**src/sv/assert_macros.svh**
```systemverilog
// assertion macros shared by the peak index search block
`ifndef ASSERT_MACROS_SVH
`define ASSERT_MACROS_SVH

// clocked assertion, disabled during reset
`define PIBS_ASSERT(label, prop, msg) \
   label: assert property (@(posedge clock) disable iff (reset) prop) else $error(msg);

// condition followed in the next cycle by a property, disabled during reset
`define PIBS_ASSERT_NEXT(label, cond, prop, msg) \
   label: assert property (@(posedge clock) disable iff (reset) (cond) |=> (prop)) \
      else $error(msg);

`endif

```
**src/sv/pibs_pkg.sv**
```systemverilog
// shared types and constants of the peak index search block
package pibs_pkg;

   localparam int VALUE_BITS = 64;
   localparam int PEAK_BITS  = 10;

   typedef logic signed [VALUE_BITS-1:0] value_type;
   typedef logic [PEAK_BITS-1:0]         peak_type;

   typedef struct packed {
      peak_type peak_index;
      logic     overflow;
   } res_type;

endpackage

```
**src/sv/pibs_if.sv**
```systemverilog
// valid/ready channel interfaces for element and result transactions
interface pibs_req_if;
   import pibs_pkg::*;

   logic      valid;
   logic      ready;
   value_type value;
   logic      last;

   modport source (output valid, output value, output last, input ready);
   modport sink (input valid, input value, input last, output ready);
endinterface


```
**src/sv/pibs_ctrl.sv**
```systemverilog
// loading of elements and binary search sequencer over the element memory
`include "assert_macros.svh"

module pibs_ctrl #(
   parameter int DEPTH       = 1024,
   parameter int VALUE_WIDTH = 64,
   localparam int AW         = $clog2(DEPTH),
   localparam int CW         = $clog2(DEPTH + 1),
   localparam int SW         = AW + 2
) (
   input  logic                          clock,
   input  logic                          reset,
   pibs_req_if.sink                      req,
   output logic                          wr_en,
   output logic [AW-1:0]                 wr_addr,
   output logic signed [VALUE_WIDTH-1:0] wr_data,
   output logic [AW-1:0]                 rd_addr_a,
   output logic [AW-1:0]                 rd_addr_b,
   input  logic signed [VALUE_WIDTH-1:0] rd_data_a,
   input  logic signed [VALUE_WIDTH-1:0] rd_data_b,
   output logic                          res_valid,
   input  logic                          res_ready,
   output pibs_pkg::res_type             res
);
   import pibs_pkg::*;

   typedef enum logic [2:0] {
      S_LOAD,
      S_READ,
      S_CMP,
      S_FINAL_READ,
      S_FINAL_CMP,
      S_DONE
   } state_type;

   state_type     state_ff, state_in;
   logic [CW-1:0] count_ff, count_in;
   logic          dropped_ff, dropped_in;
   logic [CW-1:0] n_ff, n_in;
   logic [AW-1:0] start_ff, start_in;
   logic [AW:0]   width_ff, width_in;
   logic          ok_ff, ok_in;
   res_type       res_ff, res_in;

   logic          full;
   logic [CW-1:0] n_cur;
   logic          drop_cur;
   logic [AW:0]   half;
   logic [SW-1:0] sum_a;
   logic [SW-1:0] sum_b;
   logic [SW-1:0] start_inc;
   logic          less;

   assign full      = (count_ff == CW'(DEPTH));
   assign n_cur     = full ? count_ff : count_ff + CW'(1);
   assign drop_cur  = dropped_ff | full;
   assign half      = width_ff >> 1;
   assign sum_a     = SW'(start_ff) + SW'(half);
   assign sum_b     = sum_a + SW'(1);
   assign start_inc = SW'(start_ff) + SW'(1);
   assign less      = (rd_data_a < rd_data_b);

   assign req.ready = (state_ff == S_LOAD);
   assign res_valid = (state_ff == S_DONE);
   assign res       = res_ff;
   assign wr_addr   = count_ff[AW-1:0];
   assign wr_data   = req.value[VALUE_WIDTH-1:0];

   always_comb begin
      state_in   = state_ff;
      count_in   = count_ff;
      dropped_in = dropped_ff;
      n_in       = n_ff;
      start_in   = start_ff;
      width_in   = width_ff;
      ok_in      = ok_ff;
      res_in     = res_ff;
      wr_en      = 1'b0;
      rd_addr_a  = sum_a[AW-1:0];
      rd_addr_b  = sum_b[AW-1:0];
      case (state_ff)
         S_LOAD: begin
            if (req.valid) begin
               wr_en      = !full;
               count_in   = n_cur;
               dropped_in = drop_cur;
               if (req.last) begin
                  count_in          = '0;
                  dropped_in        = 1'b0;
                  n_in              = n_cur;
                  start_in          = '0;
                  width_in          = {1'b1, {AW{1'b0}}};
                  res_in.overflow   = drop_cur;
                  res_in.peak_index = '0;
                  if (n_cur <= CW'(1)) begin
                     state_in = S_DONE;
                  end else begin
                     state_in = S_READ;
                  end
               end
            end
         end
         S_READ: begin
            width_in = half;
            ok_in    = (sum_b < SW'(n_ff));
            state_in = S_CMP;
         end
         S_CMP: begin
            if (ok_ff && less) begin
               start_in = start_ff + AW'(width_ff);
            end
            if (width_ff > (AW+1)'(1)) begin
               state_in = S_READ;
            end else begin
               state_in = S_FINAL_READ;
            end
         end
         S_FINAL_READ: begin
            rd_addr_a = start_ff;
            rd_addr_b = start_inc[AW-1:0];
            state_in  = S_FINAL_CMP;
         end
         S_FINAL_CMP: begin
            if (less) begin
               res_in.peak_index = peak_type'(start_inc);
            end else begin
               res_in.peak_index = peak_type'(start_ff);
            end
            state_in = S_DONE;
         end
         S_DONE: begin
            if (res_ready) begin
               state_in = S_LOAD;
            end
         end
         default: begin
            state_in = S_LOAD;
         end
      endcase
   end

   always_ff @(posedge clock) begin
      if (reset) begin
         state_ff   <= S_LOAD;
         count_ff   <= '0;
         dropped_ff <= 1'b0;
      end else begin
         state_ff   <= state_in;
         count_ff   <= count_in;
         dropped_ff <= dropped_in;
      end
      n_ff     <= n_in;
      start_ff <= start_in;
      width_ff <= width_in;
      ok_ff    <= ok_in;
      res_ff   <= res_in;
   end

   `PIBS_ASSERT(a_count_bound, count_ff <= CW'(DEPTH), "loaded count beyond depth")
   `PIBS_ASSERT(a_start_bound, (state_ff != S_LOAD && state_ff != S_DONE) |-> (start_inc < SW'(n_ff)), "search start out of set")
   `PIBS_ASSERT_NEXT(a_search_entry, state_ff == S_LOAD && req.valid && req.last, state_ff == S_READ || state_ff == S_DONE, "closing transaction did not start search")

endmodule

```
**src/flat_wrapper.sv**
```systemverilog
// flat-port wrapper written by rule: the top's interface ports become plain ports
module pibs_ctrl_flat import pibs_pkg::*;
#(
   parameter int DEPTH       = 1024,
   parameter int VALUE_WIDTH = 64,
   localparam int AW         = $clog2(DEPTH),
   localparam int CW         = $clog2(DEPTH + 1),
   localparam int SW         = AW + 2
)
  (clock, reset, wr_en, wr_addr, wr_data, rd_addr_a, rd_addr_b, rd_data_a, rd_data_b, res_valid, res_ready, res, req_valid, req_value, req_last, req_ready);
  pibs_req_if req_i ();
  input  logic clock;
  input  logic reset;
  output logic wr_en;
  output logic [AW-1:0] wr_addr;
  output logic signed [VALUE_WIDTH-1:0] wr_data;
  output logic [AW-1:0] rd_addr_a;
  output logic [AW-1:0] rd_addr_b;
  input  logic signed [VALUE_WIDTH-1:0] rd_data_a;
  input  logic signed [VALUE_WIDTH-1:0] rd_data_b;
  output logic res_valid;
  input  logic res_ready;
  output pibs_pkg::res_type res;
  input wire logic [$bits(req_i.valid)-1:0] req_valid;
  input wire logic [$bits(req_i.value)-1:0] req_value;
  input wire logic [$bits(req_i.last)-1:0] req_last;
  output wire logic [$bits(req_i.ready)-1:0] req_ready;
  assign req_i.valid = req_valid;
  assign req_i.value = req_value;
  assign req_i.last = req_last;
  assign req_ready = req_i.ready;
  pibs_ctrl #(.DEPTH(DEPTH), .VALUE_WIDTH(VALUE_WIDTH)) u_core (.clock(clock), .reset(reset), .req(req_i), .wr_en(wr_en), .wr_addr(wr_addr), .wr_data(wr_data), .rd_addr_a(rd_addr_a), .rd_addr_b(rd_addr_b), .rd_data_a(rd_data_a), .rd_data_b(rd_data_b), .res_valid(res_valid), .res_ready(res_ready), .res(res));
endmodule
```
**config.mk**
```make
export PLATFORM = sky130hd
export DESIGN_NAME = pibs_ctrl_flat
export DESIGN_NICKNAME = d
export VERILOG_FILES = /design/src/sv/pibs_pkg.sv /design/src/sv/pibs_if.sv /design/src/sv/pibs_ctrl.sv /design/src/flat_wrapper.sv
export VERILOG_INCLUDE_DIRS = /design/src /design/src/sv
export SDC_FILE = /design/constraint.sdc
export NUM_CORES = 1
export LEC_CHECK = 0
export ABC_AREA = 1
export BUFFER_PORTS_ARGS = -buffer_cell sky130_fd_sc_hd__clkbuf_2
export CAP_MARGIN = 30
export CELL_PAD_IN_SITES_DETAIL_PLACEMENT = 1
export CELL_PAD_IN_SITES_GLOBAL_PLACEMENT = 2
export CORE_AREA = 3 3 159 161
export DETAILED_ROUTE_END_ITERATION = 12
export DIE_AREA = 0 0 162 164
export PLACE_DENSITY_LB_ADDON = 0.3
export SYNTH_ARGS = -nofsm -noshare
export SYNTH_HDL_FRONTEND = slang
export SYNTH_SLANG_ARGS = --single-unit
```
**constraint.sdc**
```tcl
create_clock -name clock -period 5.9 [get_ports clock]
set_clock_uncertainty 0.1 [all_clocks]
set_input_delay 0.885 -clock clock [delete_from_list [all_inputs] [get_ports clock]]
set_output_delay 0.885 -clock clock [all_outputs]
set_load 0.01 [all_outputs]
```
* Word level (Yosys, flattened, before mapping) *
Index checks and enable logic that the tools add are counted.

word-level totals
  output and inout port bits = 108
  register bits after elaboration = 59

operators by class
  $lt $le $gt $ge = 4
  equality and inequality tests = 10
  multiplexer cells = 24
  add/sub/neg operators = 5
  bitwise operators = 1
  reduce and logical (&&, ||, !) cells = 12

operators by type and width
  operator                                                                           number
  11-bit 2-to-1 mux                                                                  6
  64-bit less-than comparator                                                        1
  10-bit 2-to-1 mux                                                                  6
  10-bit case mux with 2 select lines                                                2
  11-bit case mux with 2 select lines                                                1
  3-bit case mux with 6 select lines                                                 1
  12-bit by 1-bit adder with 12-bit output, second input constant                    1
  12-bit by 11-bit less-than comparator with 1-bit output                            1
  3-bit 2-to-1 mux                                                                   4
  3-bit AND reduction                                                                4
  10-bit by 10-bit adder with 11-bit output                                          1
  11-bit by 1-bit adder with 11-bit output, second input constant                    1
  11-bit == test, second input constant                                              1
  11-bit by 1-bit > comparator with 1-bit output, second input constant              1
  11-bit by 1-bit less-or-equal comparator with 1-bit output, second input constant  1
  10-bit by 1-bit adder with 10-bit output, second input constant                    1
  10-bit adder                                                                       1
  3-bit by 2-bit == test with 1-bit output, second input constant                    2
  3-bit == test, second input constant                                               2
  2-bit nonzero test                                                                 3
  2-bit by 1-bit inequality test with 1-bit output, second input constant            2
  2-bit inequality test, second input constant                                       2
  4-bit AND reduction                                                                1
  3-bit by 1-bit == test with 1-bit output, second input constant                    1
  7 further kinds                                                                    9

* Longest topological paths before layout *
  depth after elaboration = 7
  gate-level depth with buffers = 20

* Least setup slack after synthesis *
Ideal clock, no wire load.

  path type = input to register
  start point = input rd_data_b[53]
  end point = register u_core.start_ff[0] (enable)
  cell stages on the path = 13
  setup time = 391 ps
  path buffers = 0
  data arrival time = 2953 ps
  slack = 2456 ps
  cell sequence = inv_1 ha_1 a21oi_1 nor2_1 nor3_1 nand2_1 nand2_1 nand3_1 a21oi_1 nand2_1 nand2_2 nand2_1 o21ai_0

between the ends
  word-level cells in the longest chain between the ends = 4

ends and longest elaborated chain
  item                                                               RTL line            source
  from (decl)                                                        flat_wrapper.sv:20  input logic signed [VALUE_WIDTH-1:0] rd_data_b;
  64-bit less-than comparator                                        pibs_ctrl.sv:61     assign less = (rd_data_a < rd_data_b);
  1-bit logical AND                                                  pibs_ctrl.sv:109    if (ok_ff && less) begin
  2-bit by 1-bit inequality test with 1-bit output (no source line)  -
  4-bit AND reduction (no source line)                               -
  to (signal assigned)                                               pibs_ctrl.sv:153    start_ff <= start_in;
  to (decl)                                                          pibs_ctrl.sv:40     logic [AW-1:0] start_ff, start_in;

Every way passes these cells.
A chain may end at the register's enable or synchronous reset.

* Worst setup path after layout *
  start point = register u_core.start_ff[0]
  end point = output rd_addr_b[7]

between the ends
  word-level cells in the longest chain between the ends = 3
  elaborated cells between the ends (all ways) = 4
  classes of those cells = add/sub (3); mux (1)

ends and longest elaborated chain
  item                                       RTL line            source
  10-bit by 10-bit adder with 11-bit output  pibs_ctrl.sv:58     assign sum_a = SW'(start_ff) + SW'(half);
  12-bit by 1-bit adder with 12-bit output   pibs_ctrl.sv:59     assign sum_b = sum_a + SW'(1);
  10-bit 2-to-1 mux (*)                      pibs_ctrl.sv:81     case (state_ff)
  to (decl)                                  flat_wrapper.sv:18  output logic [AW-1:0] rd_addr_b;

Every way passes the cells marked *; elsewhere a longest branch is shown, timed or not.

==> flow_metrics.py <==
metrics = {
    "critical_path": {
        "critical_path.max_fanout": 7,
        "crit_family": "simple AND/OR/NAND/NOR gates",
        "crit_path_end_kind": "primary output",
        "crit_type": "reg -> out",
        "crit_chain": "ha_1 -> inv_1 -> fa_1 -> xnor2_1 -> inv_1 -> nor3_2 -> nand2_1 -> nor2_1 -> nand3_1 -> inv_2 -> nand2_1 -> nand3_1 -> o21ai_0 -> clkbuf_2",
        "crit_arrival_ns": 3.16,
        "cp_slowest_cell": "edfxtp_1",
        "cp_num_buf_inv": 4,
        "r2r_slack_ns": 2.05,
        "crit_path_start_kind": "flip-flop",
        "slowest_delay_ns": 0.50,
        "required_ns": 4.91,
    },
    "clock_tree": {
        "cts_buffers": 9,
        "cts_max_path_buffers": 2,
        "clk_root_buffer_cell": "clkbuf_16",
        "clk_latency_ns": 0.33,
        "htree_levels": 3,
        "cts_resized": 0,
        "cts_tree": "yes",
        "hold_buffers": 0,
        "cts_setup_buffers": 0,
        "cts.sinks": 59,
        "clk_pin_slew_ns": 0.05,
    },
    "layout": {
        "final_nets": 1303,
        "area_delta_synth_final_pct": 15.0,
        "regArea_mm2": 0.00162,
        "drive_gt1_share_pct": 21.0,
        "final_cells": 1336,
        "n_fill_cell": 3112,
        "diodes": 0,
        "multi_input_area_mm2": 0.00358,
        "finish.utilization_pct": 30.8,
    },
    "global_routing": {
        "grt_pass1_vias": 6119,
        "grt_max_degree": 22,
        "grt_pass1_wl_mm": 31.5,
        "antenna_found_initial": 0,
        "track_usage_pct": 14.9,
        "overflow": 0,
    },
    "placement": {
        "gp_congestion": 0.814,
        "hpwl_mm": 17.1,
        "dp_cells": 1321,
        "io_buffer_count": 176,
        "place_ws_ns": 2.09,
    },
    "drt": {
        "dr_total_vias": 5877,
        "antenna_left": 0,
        "wl_per_cell_um": 14.7,
        "drt_iter0_markers": 217,
        "drc_errors": 0,
        "vias_per_cell": 4.40,
        "drt-total-wl_mm": 19.6,
        "dr.pass1.iters": 4,
    },
    "sta": {
        "finalSetupTns_ns": 0,
        "max_freq_ghz": 0.241,
        "rsz0062_at_grt": "false",
        "slew_violations": 0,
        "timing.final.crit_share_pct": 70.3,
        "hold_viol_final": 0,
        "worst_slack_ns": 1.75,
        "tightest_slew_ns": 0.915,
        "whs_ns": 0.394,
        "slew_headroom_pct": 38.8,
        "finalSetupViolCount": 0,
        "period_minus_slack_ns": 4.15,
    },
    "synth": {
        "syn_area_per_cell_um2": 7.17,
        "synth_fp_nets": 1197,
        "synth_top_area_cell": "edfxtp_1",
        "synth_edf_count": 44,
        "yosysSeqAreaShare_pct": 25.1,
        "ys_dominant_reg_cell": "edfxtp_1",
        "ys_ff_latch": 59,
        "synthAdderAreaFrac_pct": 19.2,
        "synth_top_family_by_area": "simple AND/OR/NAND/NOR gates",
        "synth_compound_area_share_pct": 9.77,
        "synth_warnings": 0,
        "ys_types": 42,
        "synth_simple_gate_area_share_pct": 23.0,
        "synthCells": 902,
        "synth_area_leaders": "edfxtp_1 (20%), ha_1 (19%), inv_1 (10%)",
        "synth_area_mm2": 0.00647,
        "muxShareOfSynthArea_pct": 0,
        "synth_xor_area_share_pct": 3.37,
        "synth_top_area_share_pct": 20.4,
        "ys_async_sr_fraction_pct": 0,
    },
    "pwr": {
        "powerDensity_mw_per_mm2": 328,
        "leakagePower_uw": 0.00402,
        "ir_worst_vdd_mv": 0.167,
    },
    "floorplanning": {
        "die_area_mm2": 0.0266,
        "die_h_um": 164,
        "die_w_um": 162,
        "io_pins": 305,
        "start_util_pct": 26.8,
        "rows": 57,
        "coreArea_mm2": 0.0241,
    },
    "run_status": {
        "status": "complete, no violations",
    },
    "job": {
        "drv_cap": 0,
    },
    "worst_hold_path": {
        "min-delay-path-class": "reg -> reg",
    },
}
## synthesized netlist by cell type, types with 15 or more instances
cell,number
o21ai_0,41
nor2_1,76
edfxtp_1,44
ha_1,96
dfxtp_1,15
nand3_1,35
buf_4,74
nor3_1,15
inv_1,178
nand2_1,167
xor2_1,17
a21oi_1,62
## metal layers
layer / up-vias / routed length (µm) / track usage, %
li1: 3045 / - / -
met3: 9 / 1190 / 3.03
met4: 0 / 110 / 2.56
met2: 162 / 9040 / 25.6
met1: 2661 / 9310 / 19.6
met5: - / 0 / 0
## flip-flops by register name, indices dropped and copies added, names as in the netlist
register and count:
u_core.count_ff 11, u_core.dropped_ff 1, u_core.n_ff 11, u_core.ok_ff 1, u_core.res 11, u_core.start_ff 10
u_core.state_ff 3, u_core.width_ff 11
## tightest hold or removal path: stages (launching register included)
cell and delay (ns):
dfxtp_1 0.32, nand2_1 0.07, a21oi_1 0.05
## cell usage in the layout, fill, tap and decap left out, types with 9 or more instances in the layout
cell type	netlist	layout
a21oi_1	62	62
o21ai_0	41	41
nand4_1	12	12
nor3_1	15	15
ha_1	96	96
clkbuf_2	0	176
clkbuf_16	0	9
nand3_1	35	35
inv_1	178	178
dfxtp_1	15	15
nand2_1	167	167
nor2_1	76	76
xor2_1	17	17
edfxtp_1	44	44
## area by class of cell
| type | count | share of cell area, % |
|---|---|---|
| Clock inverter | 5 | 0.286 |
| Inverter | 180 | 9.09 |
| Clock buffer | 10 | 3.08 |
| Sequential cell | 59 | 21.8 |
| Multi-Input combinational cell | 579 | 48.1 |
| Tap cell | 324 | 5.45 |
| Timing Repair Buffer | 179 | 12.2 |
## metrics by stage
stage	cell area, µm²	total power, µW
3_5_place_dp	7190	2020
4_1_cts	7440	2490
2_1_floorplan	6470	1530
3_3_place_gp	7170	2010
6_report	7440	2440
5_1_grt	7440	2700
## path summary, 6_finish.rpt
kind              cells past startpoint                              from                              end
setup / recovery                     14  u_core.start_ff[0]$_SDFFCE_PN0P_                     rd_addr_b[7]
hold / removal                        2   u_core.count_ff[7]$_SDFFE_PP0P_  u_core.count_ff[7]$_SDFFE_PP0P_
setup reg to reg                     20  u_core.start_ff[0]$_SDFFCE_PN0P_           u_core.ok_ff$_DFFE_PP_
hold reg to reg                       2   u_core.count_ff[7]$_SDFFE_PP0P_  u_core.count_ff[7]$_SDFFE_PP0P_
## where the power goes
group,internal [µW],switching (µW),leakage [µW]
combinational,486,862,0.00335
sequential,554,77.5,0.000542
clock,276,187,0.000125
total,1320,1130,0.00402
## logic make-up (layout without fill, tap and decap cells)
group,count (synthesis),count (layout)
AOI/OAI and AO/OA,119,119
DFF,59,59
buffers and inverters,264,374
and+or+nand+nor,338,338
xor gates and xnor gates,24,24
adders and majority gates,98,98
Power figures use the tool's default switching activity.
